## src/rtl/core/mqttp_pkg.sv

```systemverilog
// shared types and codes for the mqtt control packet parser
// field phases, tags, status codes, command nibbles and the item structs
`default_nettype none

package mqttp_pkg;

    localparam int unsigned MAX_LENGTH_BYTES = 4;

    localparam int unsigned PHASE_W = 5;
    localparam int unsigned TAG_W   = 5;

    // field phases
    localparam logic [PHASE_W-1:0] PH_HDR       = 5'd0;
    localparam logic [PHASE_W-1:0] PH_LEN       = 5'd1;
    localparam logic [PHASE_W-1:0] PH_PROTO_PFX = 5'd2;
    localparam logic [PHASE_W-1:0] PH_PROTO     = 5'd3;
    localparam logic [PHASE_W-1:0] PH_VER       = 5'd4;
    localparam logic [PHASE_W-1:0] PH_FLAGS     = 5'd5;
    localparam logic [PHASE_W-1:0] PH_KA        = 5'd6;
    localparam logic [PHASE_W-1:0] PH_CID_PFX   = 5'd7;
    localparam logic [PHASE_W-1:0] PH_CID       = 5'd8;
    localparam logic [PHASE_W-1:0] PH_WT_PFX    = 5'd9;
    localparam logic [PHASE_W-1:0] PH_WT        = 5'd10;
    localparam logic [PHASE_W-1:0] PH_WM_PFX    = 5'd11;
    localparam logic [PHASE_W-1:0] PH_WM        = 5'd12;
    localparam logic [PHASE_W-1:0] PH_USER_PFX  = 5'd13;
    localparam logic [PHASE_W-1:0] PH_USER      = 5'd14;
    localparam logic [PHASE_W-1:0] PH_PW_PFX    = 5'd15;
    localparam logic [PHASE_W-1:0] PH_PW        = 5'd16;
    localparam logic [PHASE_W-1:0] PH_CDONE     = 5'd17;
    localparam logic [PHASE_W-1:0] PH_CA_FLAGS  = 5'd18;
    localparam logic [PHASE_W-1:0] PH_CA_CODE   = 5'd19;
    localparam logic [PHASE_W-1:0] PH_ID        = 5'd20;
    localparam logic [PHASE_W-1:0] PH_TOPIC_PFX = 5'd21;
    localparam logic [PHASE_W-1:0] PH_TOPIC     = 5'd22;
    localparam logic [PHASE_W-1:0] PH_PAYLOAD   = 5'd23;
    localparam logic [PHASE_W-1:0] PH_OTHER     = 5'd24;
    localparam logic [PHASE_W-1:0] PH_COUNT     = 5'd25;

    // field tags
    localparam logic [TAG_W-1:0] TAG_HEADER   = 5'd0;
    localparam logic [TAG_W-1:0] TAG_LENGTH   = 5'd1;
    localparam logic [TAG_W-1:0] TAG_PREFIX   = 5'd2;
    localparam logic [TAG_W-1:0] TAG_PROTO    = 5'd3;
    localparam logic [TAG_W-1:0] TAG_VERSION  = 5'd4;
    localparam logic [TAG_W-1:0] TAG_FLAGS    = 5'd5;
    localparam logic [TAG_W-1:0] TAG_KEEP     = 5'd6;
    localparam logic [TAG_W-1:0] TAG_CLIENT   = 5'd7;
    localparam logic [TAG_W-1:0] TAG_WTOPIC   = 5'd8;
    localparam logic [TAG_W-1:0] TAG_WMSG     = 5'd9;
    localparam logic [TAG_W-1:0] TAG_USER     = 5'd10;
    localparam logic [TAG_W-1:0] TAG_PASSWORD = 5'd11;
    localparam logic [TAG_W-1:0] TAG_MSG_ID   = 5'd12;
    localparam logic [TAG_W-1:0] TAG_TOPIC    = 5'd13;
    localparam logic [TAG_W-1:0] TAG_PAYLOAD  = 5'd14;
    localparam logic [TAG_W-1:0] TAG_CONNACK  = 5'd15;
    localparam logic [TAG_W-1:0] TAG_OTHER    = 5'd16;
    localparam logic [TAG_W-1:0] TAG_DISCARD  = 5'd17;

    // status codes
    localparam logic [1:0] ST_BUSY = 2'd0;
    localparam logic [1:0] ST_DONE = 2'd1;
    localparam logic [1:0] ST_MALF = 2'd2;

    // command nibbles
    localparam logic [3:0] CMD_CONNECT   = 4'd1;
    localparam logic [3:0] CMD_CONNACK   = 4'd2;
    localparam logic [3:0] CMD_PUBLISH   = 4'd3;
    localparam logic [3:0] CMD_PUBACK    = 4'd4;
    localparam logic [3:0] CMD_PUBREC    = 4'd5;
    localparam logic [3:0] CMD_PUBREL    = 4'd6;
    localparam logic [3:0] CMD_PUBCOMP   = 4'd7;
    localparam logic [3:0] CMD_SUBSCRIBE = 4'd8;
    localparam logic [3:0] CMD_SUBACK    = 4'd9;

    // connect flag bit positions
    localparam int unsigned FLAG_WILL_BIT = 2;
    localparam int unsigned FLAG_PASS_BIT = 6;
    localparam int unsigned FLAG_USER_BIT = 7;

    typedef struct packed {
        logic [7:0] data_byte;
        logic       start_over;
    } mqttp_item_t;

    typedef struct packed {
        logic [7:0]       data_out;
        logic [TAG_W-1:0] field_tag;
        logic             field_first;
        logic [3:0]       msg_cmd;
        logic [1:0]       msg_qos;
        logic [1:0]       status;
        logic [15:0]      packet_id;
        logic [15:0]      keepalive_secs;
        logic [7:0]       connect_flag_bits;
        logic [7:0]       protocol_level;
        logic [7:0]       connack_code;
        logic [28:0]      total_length;
    } mqttp_result_t;

    function automatic logic [TAG_W-1:0] phase_tag(input logic [PHASE_W-1:0] ph);
        logic [TAG_W-1:0] t;
        case (ph)
            PH_HDR:       t = TAG_HEADER;
            PH_LEN:       t = TAG_LENGTH;
            PH_PROTO_PFX: t = TAG_PREFIX;
            PH_PROTO:     t = TAG_PROTO;
            PH_VER:       t = TAG_VERSION;
            PH_FLAGS:     t = TAG_FLAGS;
            PH_KA:        t = TAG_KEEP;
            PH_CID_PFX:   t = TAG_PREFIX;
            PH_CID:       t = TAG_CLIENT;
            PH_WT_PFX:    t = TAG_PREFIX;
            PH_WT:        t = TAG_WTOPIC;
            PH_WM_PFX:    t = TAG_PREFIX;
            PH_WM:        t = TAG_WMSG;
            PH_USER_PFX:  t = TAG_PREFIX;
            PH_USER:      t = TAG_USER;
            PH_PW_PFX:    t = TAG_PREFIX;
            PH_PW:        t = TAG_PASSWORD;
            PH_CDONE:     t = TAG_OTHER;
            PH_CA_FLAGS:  t = TAG_OTHER;
            PH_CA_CODE:   t = TAG_CONNACK;
            PH_ID:        t = TAG_MSG_ID;
            PH_TOPIC_PFX: t = TAG_PREFIX;
            PH_TOPIC:     t = TAG_TOPIC;
            PH_PAYLOAD:   t = TAG_PAYLOAD;
            default:      t = TAG_OTHER;
        endcase
        return t;
    endfunction

endpackage

`default_nettype wire

```

## src/rtl/core/mqtt_packet_parser.sv

```systemverilog
// mqtt control packet parser, top level: input register, field machine, result register
// depends on mqttp_pkg and mqttp_field_core
//
// usage:
//   s_axis carries the received stream one byte per item; tuser is start_over,
//   which clears the parser and any error and makes this byte a header byte.
//   m_axis returns exactly one item per input byte: the byte, its field tag,
//   a first-of-field flag, the header command and qos, a status (in progress,
//   message complete on this byte, malformed) and the fields collected so far.
//   a result item becomes valid once its input item is accepted and has passed
//   the input register and the result register; throughput is one byte per cycle
//   while the receiver is ready, with a combinational field decode between the two.
//   after a malformed message every byte comes back tagged discarded until a
//   byte arrives with start_over set.
//   reset returns the parser to waiting for a header byte with all collected
//   fields zero and both channel registers empty.
//   when the receiver stalls, the result register holds its item and the input
//   register can still take one more byte; s_axis_tready then drops until
//   m_axis_tready rises again.
`default_nettype none

module mqtt_packet_parser
    import mqttp_pkg::*;
(
    input  wire logic         aclk,
    input  wire logic         aresetn,

    input  wire logic         s_axis_tvalid,
    output      logic         s_axis_tready,
    input  wire logic [7:0]   s_axis_tdata,   // data_byte
    input  wire logic         s_axis_tuser,   // start_over

    output      logic         m_axis_tvalid,
    input  wire logic         m_axis_tready,
    // data_out, msg_cmd, msg_qos, status, packet_id, keepalive_secs,
    // connect_flag_bits, protocol_level, connack_code, total_length, zero fill
    output      logic [103:0] m_axis_tdata,
    output      logic [5:0]   m_axis_tuser    // field_tag, field_first
);

    logic          in_valid_reg;
    mqttp_item_t   in_item_reg;
    logic          out_valid_reg;
    mqttp_result_t out_reg;
    mqttp_result_t result;
    logic          advance;
    logic          step;
    logic          s_accept;

    assign advance       = !out_valid_reg || m_axis_tready;
    assign step          = in_valid_reg && advance;
    assign s_axis_tready = !in_valid_reg || advance;
    assign s_accept      = s_axis_tvalid && s_axis_tready;

    always_ff @(posedge aclk) begin
        if (!aresetn) begin
            in_valid_reg <= 1'b0;
        end else if (s_axis_tready) begin
            in_valid_reg <= s_axis_tvalid;
        end
    end

    always_ff @(posedge aclk) begin
        if (s_accept) begin
            in_item_reg.data_byte  <= s_axis_tdata;
            in_item_reg.start_over <= s_axis_tuser;
        end
    end

    mqttp_field_core u_core (
        .aclk    (aclk),
        .aresetn (aresetn),
        .step    (step),
        .item    (in_item_reg),
        .result  (result)
    );

    always_ff @(posedge aclk) begin
        if (!aresetn) begin
            out_valid_reg <= 1'b0;
        end else if (advance) begin
            out_valid_reg <= in_valid_reg;
        end
    end

    always_ff @(posedge aclk) begin
        if (step) begin
            out_reg <= result;
        end
    end

    assign m_axis_tvalid = out_valid_reg;
    assign m_axis_tdata  = {3'd0,
                            out_reg.total_length,
                            out_reg.connack_code,
                            out_reg.protocol_level,
                            out_reg.connect_flag_bits,
                            out_reg.keepalive_secs,
                            out_reg.packet_id,
                            out_reg.status,
                            out_reg.msg_qos,
                            out_reg.msg_cmd,
                            out_reg.data_out};
    assign m_axis_tuser  = {out_reg.field_first, out_reg.field_tag};

endmodule

`default_nettype wire

```

## src/rtl/core/mqttp_field_core.sv

```systemverilog
// field machine of the mqtt control packet parser: parse state and per-byte decode
// depends on mqttp_pkg for phases, tags, status codes and item structs
`default_nettype none

module mqttp_field_core
    import mqttp_pkg::*;
(
    input  wire logic          aclk,
    input  wire logic          aresetn,
    input  wire logic          step,
    input  wire mqttp_item_t   item,
    output mqttp_result_t      result
);

    logic [PHASE_W-1:0] phase_reg,     phase_next;
    logic               started_reg,   started_next;
    logic               error_reg,     error_next;
    logic [7:0]         header_reg,    header_next;
    logic [27:0]        len_acc_reg,   len_acc_next;
    logic [2:0]         len_cnt_reg,   len_cnt_next;
    logic [27:0]        left_reg,      left_next;
    logic [15:0]        str_reg,       str_next;
    logic [7:0]         flags_reg,     flags_next;
    logic [7:0]         version_reg,   version_next;
    logic [15:0]        keep_reg,      keep_next;
    logic [15:0]        msg_id_reg,    msg_id_next;
    logic [7:0]         connack_reg,   connack_next;
    logic [28:0]        msg_bytes_reg, msg_bytes_next;

    logic [7:0]         b;
    logic [TAG_W-1:0]   tag;
    logic               first;
    logic [1:0]         status;
    logic [27:0]        len_add;
    logic [27:0]        len_sum;
    logic [2:0]         cnt_inc;
    logic [PHASE_W-1:0] body_ph;
    logic [15:0]        str_or;
    logic [15:0]        str_dec;
    logic [27:0]        left_dec;

    function automatic logic [PHASE_W-1:0] after_wm(input logic [7:0] flags);
        logic [PHASE_W-1:0] p;
        if (flags[FLAG_USER_BIT]) begin
            p = PH_USER_PFX;
        end else if (flags[FLAG_PASS_BIT]) begin
            p = PH_PW_PFX;
        end else begin
            p = PH_CDONE;
        end
        return p;
    endfunction

    function automatic logic [PHASE_W-1:0] after_field(input logic [PHASE_W-1:0] ph,
                                                       input logic [7:0] flags,
                                                       input logic [7:0] hdr);
        logic [PHASE_W-1:0] p;
        case (ph)
            PH_PROTO: p = PH_VER;
            PH_CID:   p = flags[FLAG_WILL_BIT] ? PH_WT_PFX : after_wm(flags);
            PH_WT:    p = PH_WM_PFX;
            PH_WM:    p = after_wm(flags);
            PH_USER:  p = flags[FLAG_PASS_BIT] ? PH_PW_PFX : PH_CDONE;
            PH_PW:    p = PH_CDONE;
            PH_TOPIC: p = (hdr[2:1] != 2'd0) ? PH_ID : PH_PAYLOAD;
            PH_ID:    p = (hdr[7:4] == CMD_PUBLISH || hdr[7:4] == CMD_SUBSCRIBE)
                          ? PH_PAYLOAD : PH_OTHER;
            default:  p = PH_OTHER;
        endcase
        return p;
    endfunction

    function automatic logic [PHASE_W-1:0] body_start(input logic [3:0] cmd);
        logic [PHASE_W-1:0] p;
        case (cmd)
            CMD_CONNECT:   p = PH_PROTO_PFX;
            CMD_CONNACK:   p = PH_CA_FLAGS;
            CMD_PUBLISH:   p = PH_TOPIC_PFX;
            CMD_PUBACK,
            CMD_PUBREC,
            CMD_PUBREL,
            CMD_PUBCOMP,
            CMD_SUBSCRIBE,
            CMD_SUBACK:    p = PH_ID;
            default:       p = PH_OTHER;
        endcase
        return p;
    endfunction

    assign b = item.data_byte;

    always_comb begin
        case (len_cnt_reg[1:0])
            2'd0:    len_add = {21'd0, b[6:0]};
            2'd1:    len_add = {14'd0, b[6:0], 7'd0};
            2'd2:    len_add = {7'd0, b[6:0], 14'd0};
            default: len_add = {b[6:0], 21'd0};
        endcase
    end

    assign len_sum  = len_acc_reg + len_add;
    assign cnt_inc  = len_cnt_reg + 3'd1;
    assign body_ph  = body_start(header_reg[7:4]);
    assign str_or   = str_reg | {8'd0, b};
    assign str_dec  = (str_reg != 16'd0) ? str_reg - 16'd1 : str_reg;
    assign left_dec = (left_reg != 28'd0) ? left_reg - 28'd1 : left_reg;

    always_comb begin
        phase_next     = phase_reg;
        started_next   = started_reg;
        error_next     = error_reg;
        header_next    = header_reg;
        len_acc_next   = len_acc_reg;
        len_cnt_next   = len_cnt_reg;
        left_next      = left_reg;
        str_next       = str_reg;
        flags_next     = flags_reg;
        version_next   = version_reg;
        keep_next      = keep_reg;
        msg_id_next    = msg_id_reg;
        connack_next   = connack_reg;
        msg_bytes_next = msg_bytes_reg;
        tag            = TAG_DISCARD;
        first          = 1'b0;
        status         = ST_BUSY;

        if (item.start_over ||
            (!error_reg && (phase_reg == PH_HDR || phase_reg >= PH_COUNT))) begin
            // header byte: everything restarts from this byte
            tag            = TAG_HEADER;
            first          = 1'b1;
            phase_next     = PH_LEN;
            started_next   = 1'b0;
            error_next     = 1'b0;
            header_next    = b;
            len_acc_next   = 28'd0;
            len_cnt_next   = 3'd0;
            left_next      = 28'd0;
            str_next       = 16'd0;
            flags_next     = 8'd0;
            version_next   = 8'd0;
            keep_next      = 16'd0;
            msg_id_next    = 16'd0;
            connack_next   = 8'd0;
            msg_bytes_next = 29'd0;
        end else if (error_reg) begin
            tag = TAG_DISCARD;
        end else if (phase_reg == PH_LEN) begin
            tag          = TAG_LENGTH;
            first        = (len_cnt_reg == 3'd0);
            len_acc_next = len_sum;
            len_cnt_next = cnt_inc;
            if (b[7]) begin
                if (cnt_inc >= 3'(MAX_LENGTH_BYTES)) begin
                    status       = ST_MALF;
                    error_next   = 1'b1;
                    phase_next   = PH_HDR;
                    started_next = 1'b0;
                end
            end else begin
                msg_bytes_next = 29'd1 + {26'd0, cnt_inc} + {1'b0, len_sum};
                left_next      = len_sum;
                phase_next     = body_ph;
                started_next   = 1'b0;
                if (len_sum == 28'd0) begin
                    // empty body
                    if (body_ph == PH_OTHER) begin
                        status = ST_DONE;
                    end else begin
                        status     = ST_MALF;
                        error_next = 1'b1;
                    end
                    phase_next = PH_HDR;
                end
            end
        end else begin
            tag   = phase_tag(phase_reg);
            first = !started_reg;
            case (phase_reg)
                PH_PROTO_PFX, PH_CID_PFX, PH_WT_PFX, PH_WM_PFX,
                PH_USER_PFX, PH_PW_PFX, PH_TOPIC_PFX: begin
                    if (!started_reg) begin
                        str_next     = {b, 8'd0};
                        started_next = 1'b1;
                    end else begin
                        str_next     = str_or;
                        started_next = 1'b0;
                        phase_next   = (str_or != 16'd0) ? phase_reg + 5'd1
                                       : after_field(phase_reg + 5'd1, flags_reg, header_reg);
                    end
                end
                PH_PROTO, PH_CID, PH_WT, PH_WM, PH_USER, PH_PW, PH_TOPIC: begin
                    str_next = str_dec;
                    if (str_dec == 16'd0) begin
                        phase_next   = after_field(phase_reg, flags_reg, header_reg);
                        started_next = 1'b0;
                    end else begin
                        started_next = 1'b1;
                    end
                end
                PH_VER: begin
                    version_next = b;
                    phase_next   = PH_FLAGS;
                    started_next = 1'b0;
                end
                PH_FLAGS: begin
                    flags_next   = b;
                    phase_next   = PH_KA;
                    started_next = 1'b0;
                end
                PH_KA: begin
                    if (!started_reg) begin
                        keep_next    = {b, 8'd0};
                        started_next = 1'b1;
                    end else begin
                        keep_next    = keep_reg | {8'd0, b};
                        phase_next   = PH_CID_PFX;
                        started_next = 1'b0;
                    end
                end
                PH_CA_FLAGS: begin
                    phase_next   = PH_CA_CODE;
                    started_next = 1'b0;
                end
                PH_CA_CODE: begin
                    connack_next = b;
                    phase_next   = PH_OTHER;
                    started_next = 1'b0;
                end
                PH_ID: begin
                    if (!started_reg) begin
                        msg_id_next  = {b, 8'd0};
                        started_next = 1'b1;
                    end else begin
                        msg_id_next  = msg_id_reg | {8'd0, b};
                        phase_next   = after_field(PH_ID, flags_reg, header_reg);
                        started_next = 1'b0;
                    end
                end
                PH_CDONE: begin
                    // byte after the last connect string
                    status     = ST_MALF;
                    error_next = 1'b1;
                end
                default: begin
                    started_next = 1'b1;
                end
            endcase

            if (status == ST_BUSY) begin
                left_next = left_dec;
                if (left_dec == 28'd0) begin
                    if (phase_next == PH_CDONE || phase_next == PH_PAYLOAD ||
                        phase_next == PH_OTHER) begin
                        status = ST_DONE;
                    end else begin
                        status     = ST_MALF;
                        error_next = 1'b1;
                    end
                    phase_next   = PH_HDR;
                    started_next = 1'b0;
                end
            end else begin
                phase_next   = PH_HDR;
                started_next = 1'b0;
            end
        end
    end

    always_ff @(posedge aclk) begin
        if (!aresetn) begin
            phase_reg     <= PH_HDR;
            started_reg   <= 1'b0;
            error_reg     <= 1'b0;
            header_reg    <= 8'd0;
            len_acc_reg   <= 28'd0;
            len_cnt_reg   <= 3'd0;
            left_reg      <= 28'd0;
            str_reg       <= 16'd0;
            flags_reg     <= 8'd0;
            version_reg   <= 8'd0;
            keep_reg      <= 16'd0;
            msg_id_reg    <= 16'd0;
            connack_reg   <= 8'd0;
            msg_bytes_reg <= 29'd0;
        end else if (step) begin
            phase_reg     <= phase_next;
            started_reg   <= started_next;
            error_reg     <= error_next;
            header_reg    <= header_next;
            len_acc_reg   <= len_acc_next;
            len_cnt_reg   <= len_cnt_next;
            left_reg      <= left_next;
            str_reg       <= str_next;
            flags_reg     <= flags_next;
            version_reg   <= version_next;
            keep_reg      <= keep_next;
            msg_id_reg    <= msg_id_next;
            connack_reg   <= connack_next;
            msg_bytes_reg <= msg_bytes_next;
        end
    end

    always_comb begin
        result.data_out          = b;
        result.field_tag         = tag;
        result.field_first       = first;
        result.msg_cmd           = header_next[7:4];
        result.msg_qos           = header_next[2:1];
        result.status            = status;
        result.packet_id         = msg_id_next;
        result.keepalive_secs    = keep_next;
        result.connect_flag_bits = flags_next;
        result.protocol_level    = version_next;
        result.connack_code      = connack_next;
        result.total_length      = msg_bytes_next;
    end

endmodule

`default_nettype wire
```

## config.mk

```make
export PLATFORM = sky130hd
export DESIGN_NAME = mqtt_packet_parser
export DESIGN_NICKNAME = d
export VERILOG_FILES = /design/src/rtl/core/mqttp_pkg.sv /design/src/rtl/core/mqtt_packet_parser.sv /design/src/rtl/core/mqttp_field_core.sv
export SDC_FILE = /design/constraint.sdc
export NUM_CORES = 1
export LEC_CHECK = 0
export BUFFER_PORTS_ARGS = -buffer_cell sky130_fd_sc_hd__buf_2
export CAP_MARGIN = 20
export CELL_PAD_IN_SITES_DETAIL_PLACEMENT = 1
export CELL_PAD_IN_SITES_GLOBAL_PLACEMENT = 2
export CORE_AREA = 2 2 217 219
export DETAILED_ROUTE_END_ITERATION = 8
export DIE_AREA = 0 0 219 221
export PLACE_DENSITY_LB_ADDON = 0.1
export SLEW_MARGIN = 10
export SYNTH_ARGS = -nofsm -noshare
export SYNTH_HDL_FRONTEND = slang
export SYNTH_HIERARCHICAL = 1
export SYNTH_SLANG_ARGS = --single-unit
```

## constraint.sdc

```tcl
create_clock -name aclk -period 9.7 [get_ports aclk]
set_clock_uncertainty 0.2 [all_clocks]
set_input_delay 0.485 -clock aclk [delete_from_list [all_inputs] [get_ports aclk]]
set_output_delay 0.485 -clock aclk [all_outputs]
set_load 0.01 [all_outputs]
```

# == Word level (Yosys, flattened, before mapping) ==
# Memory sizes are Yosys's and may differ from the RTL's. A register that Yosys moved wholly into a read port is not among the register bits.
# Cells that the tools add are included.
# totals
regBits,293
rom_bits,240
memories,2
word_cells,240
input_bits,13
output_inout_bits,112
# classes
order_cmp,2
n_bitwise,3
muxes,111
eq_ne,43
reduce_logical,40
n_addsub,7
# mem_list
memory,words,width,rd,rd_ports_with_merged_regs,wr,line,source
(name not given),32,5,1,1,0,mqttp_pkg.sv:103,case (ph)
(name not given),16,5,1,1,0,mqttp_field_core.sv:75,case (cmd)
# op_table
operator,count
28-bit two-way mux,9
16-bit two-way mux,15
29-bit two-way mux,4
5-bit two-way mux,23
8-bit two-way mux,13
28-bit case mux with 3 select lines,1
5-bit case mux with 8 select lines,2
5-bit == test (second input constant),14
5-bit by 4-bit == test with 1-bit output (second input constant),12
28-bit zero test,2
16-bit by 8-bit OR with 16-bit output,3
5-bit case mux with 7 select lines,1
16-bit case mux with 2 select lines,1
16-bit nonzero test,2
29-bit by 28-bit adder with 29-bit output,1
28-bit adder,1
28-bit nonzero test,1
28-bit by 1-bit subtractor with 28-bit output (second input constant),1
2-bit two-way mux,13
1-bit two-way mux,22
5-bit by 3-bit == test with 1-bit output (second input constant),4
16-bit zero test,1
16-bit by 1-bit subtractor with 16-bit output (second input constant),1
5-bit by 2-bit == test with 1-bit output (second input constant),3
other kinds (34),56

# == Logic depth before layout (Yosys ltp) ==
# depth
word_depth,19
ltp_mapped,23
ltp_nobuf,22

# == By module ==
# The synthesis kept the hierarchy.
# modules_own_cells
mod,area_each_um2,cells_per_inst,seq_area_each_um2,n_inst
mqttp_field_core,13755.7,1886,3663.5,1
mqtt_packet_parser,3613.5,129,3523.4,1

# == Worst setup path after synthesis ==
# OpenSTA, ideal clock, no wires.
# synth_path
path_type,input -> register
startpoint,input port m_axis_tready
endpoint,register with a tool-made name
required_ns,9.383
arrival_time_ns,7.640
path_buffers,3
path_stages,14
setup_slack_ns,1.743
setup_ns,0.117
cell_sequence,nor2b_4 > nor2b_1 > clkbuf_1 > and2_0 > clkbuf_1 > o41ai_2 > or2_2 > clkbuf_1 > o22ai_1 > and2_1 > inv_1 > ha_1 > o221ai_1 > a32o_1
# synth_rtl
element,line,source
"start, declared",mqtt_packet_parser.sv:34,"input wire logic m_axis_tready,"

==> run metrics <==
max FFs per register ~100; Int Power between 2 and 2.5 mW; Hold Violations, Final 0; outcome completed; # fillers around 5400; switching share of power 0.283; ys async rst share 0; Final Slew Violations 0; global-route wire length before repair 94800 µm; VDD IR max ~0.14 mV; Final ANT Viol Nets 0; Remaining DRCs 0; post-route cell area 19800 µm²; Yosys cell types 94; Placer Congestion around 0.91; layout cell share with drive strength beyond 1 0.130; drt first pass iters 4; Ys Warns 6; Starting DRT DRC Count 895; Port-buffer cells 121; Sink Count approximately 300; area grow syn2layout 14.0%; post-synth top area share 0.213; mapped cell area ~17000 µm²; flops & latches, synth 301; postcts setup bufs 0; Mapped Cells 2015; Net count, final roughly 2100; vias in the first global route 15700; worst-margin pin slew 1.07 ns; max-cap violations 0; Final setup viols 0; post_cts resized 0; CP Capture Type flop; Yosys top cell by area dfxtp_1; Hold Path Class in -> reg; Max Freq 170 MHz; DPL Wire Length 42000 µm; Boundary Pins 125; worst setup margin approximately 3.8 ns; Core Area 46100 µm²; via count about 16000; drt wl/cell roughly 23 µm; largest net degree at the start of global routing around 160; Static Leak 7.34 nW; synth top area cells dfxtp_1 21%, edfxtp_1 20%, nor2_1 7.2%, mux2i_1 7.0%, a21oi_1 4.4%; CTS max path bufs 3; Comb power frac 0.124; H-tree levels 2; clock transition at the registers of the reported paths about 0.06 ns; die width 219 µm; Worst slew margin 0.285; CTS tree done; full die area 48400 µm²; main flop type after synthesis dfxtp_1; Final min period 5.87 ns; kind of critical path reg -> reg; startpoint class of the critical path flop; Clk Latency, worst-skew pair 0.58 ns; Root Buffer clkbuf_16; NetSw ~0.9 mW; dpl cell area 18400 µm²; vias per inst 5.73; Worst Path Required about 10 ns; gr usage total 0.252; CP arrival about 6.2 ns; starting density of the core 0.377; Avg Cell Area, Syn 8.62 µm²; number of synthesized flops with an enable pin 116; DP Worst Slack 3.82 ns; largest fanout on the critical path 9; RSZ-0062 raised after global routing no; PD cells ~160 nW/µm²; Routed Wire Length roughly 60000 µm; setup_tns 0 ns; initial antenna violation count 2; grt ovf 0; TritonCTS buffer count 37; Chip Height about 220 µm; sequential fraction of the synthesis area 0.414; power share of the sequential group 0.428; Rows 79; clock share of power 0.449; crit share post-route 0.606
## worst max-delay path, stage by stage, from the launching register on
cell,delay (ns)
dfxtp_1,0.35
ha_1,0.34
nor2b_1,0.42
and2_1,0.19
ha_1,0.32
a21oi_1,0.24
o21ai_0,0.17
or3_1,0.37
a21oi_1,0.33
o211ai_1,0.30
or4_1,0.63
nor4_4,0.28
nand4b_4,0.25
a31oi_1,0.22
o22ai_1,0.13
and2_1,0.22
inv_1,0.11
ha_1,0.27
a31oi_1,0.18
nand3b_1,0.13
o311a_1,0.15
## area by class of cell
| type | count | area (µm²) | share of cell area |
|---|---|---|---|
| multi-input combinational | 1527 | 9440 | 0.477 |
| sequential | 301 | 7190 | 0.363 |
| timing repair buffer | 170 | 1010 | 0.0511 |
| clock buffer | 44 | 982 | 0.0496 |
| tap | 607 | 759 | 0.0384 |
| clock inverter | 24 | 262 | 0.0132 |
| inverter | 40 | 153 | 0.00771 |
| antenna | 2 | 5.00 | 0.000253 |
## cell usage in the layout (no fill, tap or decap), types with 11 or more instances in the layout
cell type | synthesis | final
inv_1 | 39 | 38
xor2_1 | 28 | 28
or4_1 | 12 | 12
clkbuf_16 | 0 | 37
and2_1 | 42 | 41
nor2_1 | 335 | 334
dfxtp_1 | 185 | 185
o21ai_0 | 88 | 88
nor4_1 | 19 | 19
or3_1 | 28 | 28
buf_4 | 14 | 38
nor3_1 | 47 | 43
nor2b_1 | 15 | 14
edfxtp_1 | 116 | 116
nand2_1 | 165 | 165
ha_1 | 50 | 50
nand2b_1 | 13 | 13
mux2i_1 | 122 | 122
and3_1 | 11 | 11
xnor2_1 | 29 | 29
a21oi_1 | 153 | 153
buf_2 | 1 | 121
o211ai_1 | 17 | 17
clkinv_2 | 0 | 11
a21o_1 | 11 | 11
a31oi_1 | 15 | 15
nand4_1 | 16 | 16
a211oi_1 | 35 | 35
nand3_1 | 57 | 57
a22oi_1 | 46 | 46
o31ai_1 | 11 | 11
## worst paths after layout
path / startpoint / to / slack (ns) / cells after the start
setup reg to reg: u_core/len_cnt_reg[0] / flop / 3.83 / 20
setup / recovery: u_core/len_cnt_reg[0] / flop / 3.83 / 20
hold / removal: m_axis_tready / in_valid_reg / 0.08 / 3
hold reg to reg: u_core/keep_reg[10] / u_core/keep_reg[10] / 0.29 / 2
## layer usage
layer | GRT usage | part of all wire | vias up | routed length (µm)
met5 | 0 | 0 | - | 0
met4 | 0.0728 | 0.026 | 0 | 1590
met3 | 0.0352 | 0.036 | 82 | 2230
met2 | 0.408 | 0.46 | 307 | 28400
met1 | 0.349 | 0.47 | 7763 | 29100
li1 | - | - | 7394 | -
## kinds of logic (layout without fill, tap and decap cells)
family	count (synthesis)	count (layout)	synth area share
compound gates	470	470	0.174
xor+xnor	58	58	0.0297
fa+ha+maj	52	52	0.0383
buf+inv	189	278	0.0452
flops	301	301	0.414
mux	126	126	0.0729
other cells	1	5	0.000216
simple gates	818	818	0.226
## synthesized netlist by cell type (42+ instances only)
library cell and instances:
nor3_1 47, mux2i_1 122, ha_1 50, nand3_1 57, and2_1 42, nor2_1 335
clkbuf_1 111, nand2_1 165, edfxtp_1 116, o21ai_0 88, dfxtp_1 185, a21oi_1 153
a22oi_1 46
## what timing repair did
item | in CTS | in global routing
hold endpoints to repair | 10 | 0
hold buffers | 10 | 0
setup endpoints to repair | 0 | 0
## power groups by stage
| stage | Clock, mW | Sequential [mW] | Combinational [mW] |
|---|---|---|---|
| 6_report | 1.42 | 1.36 | 0.392 |
| 2_1_floorplan | 0 | 1.39 | 0.245 |
| 3_3_place_gp | 0 | 1.38 | 0.386 |
| 4_1_cts | 1.46 | 1.36 | 0.392 |
| 3_5_place_dp | 0 | 1.38 | 0.387 |
| 5_1_grt | 1.51 | 1.36 | 0.428 |
## per-stage QoR
| stage | cells | utilization | total power, mW | hold slack, ns |
|---|---|---|---|---|
| global route | 2713 | 0.430 | 3.30 | 0.0749 |
| floorplan | 2017 | - | 1.64 | 0.255 |
| CTS | 2712 | 0.430 | 3.21 | 0.0637 |
| finish | 2715 | 0.430 | 3.17 | 0.0829 |
| global placement | 2634 | 0.400 | 1.77 | 0.270 |
| detailed placement | 2634 | 0.400 | 1.77 | 0.285 |
Note: power is estimated with default switching activity, not from simulation.
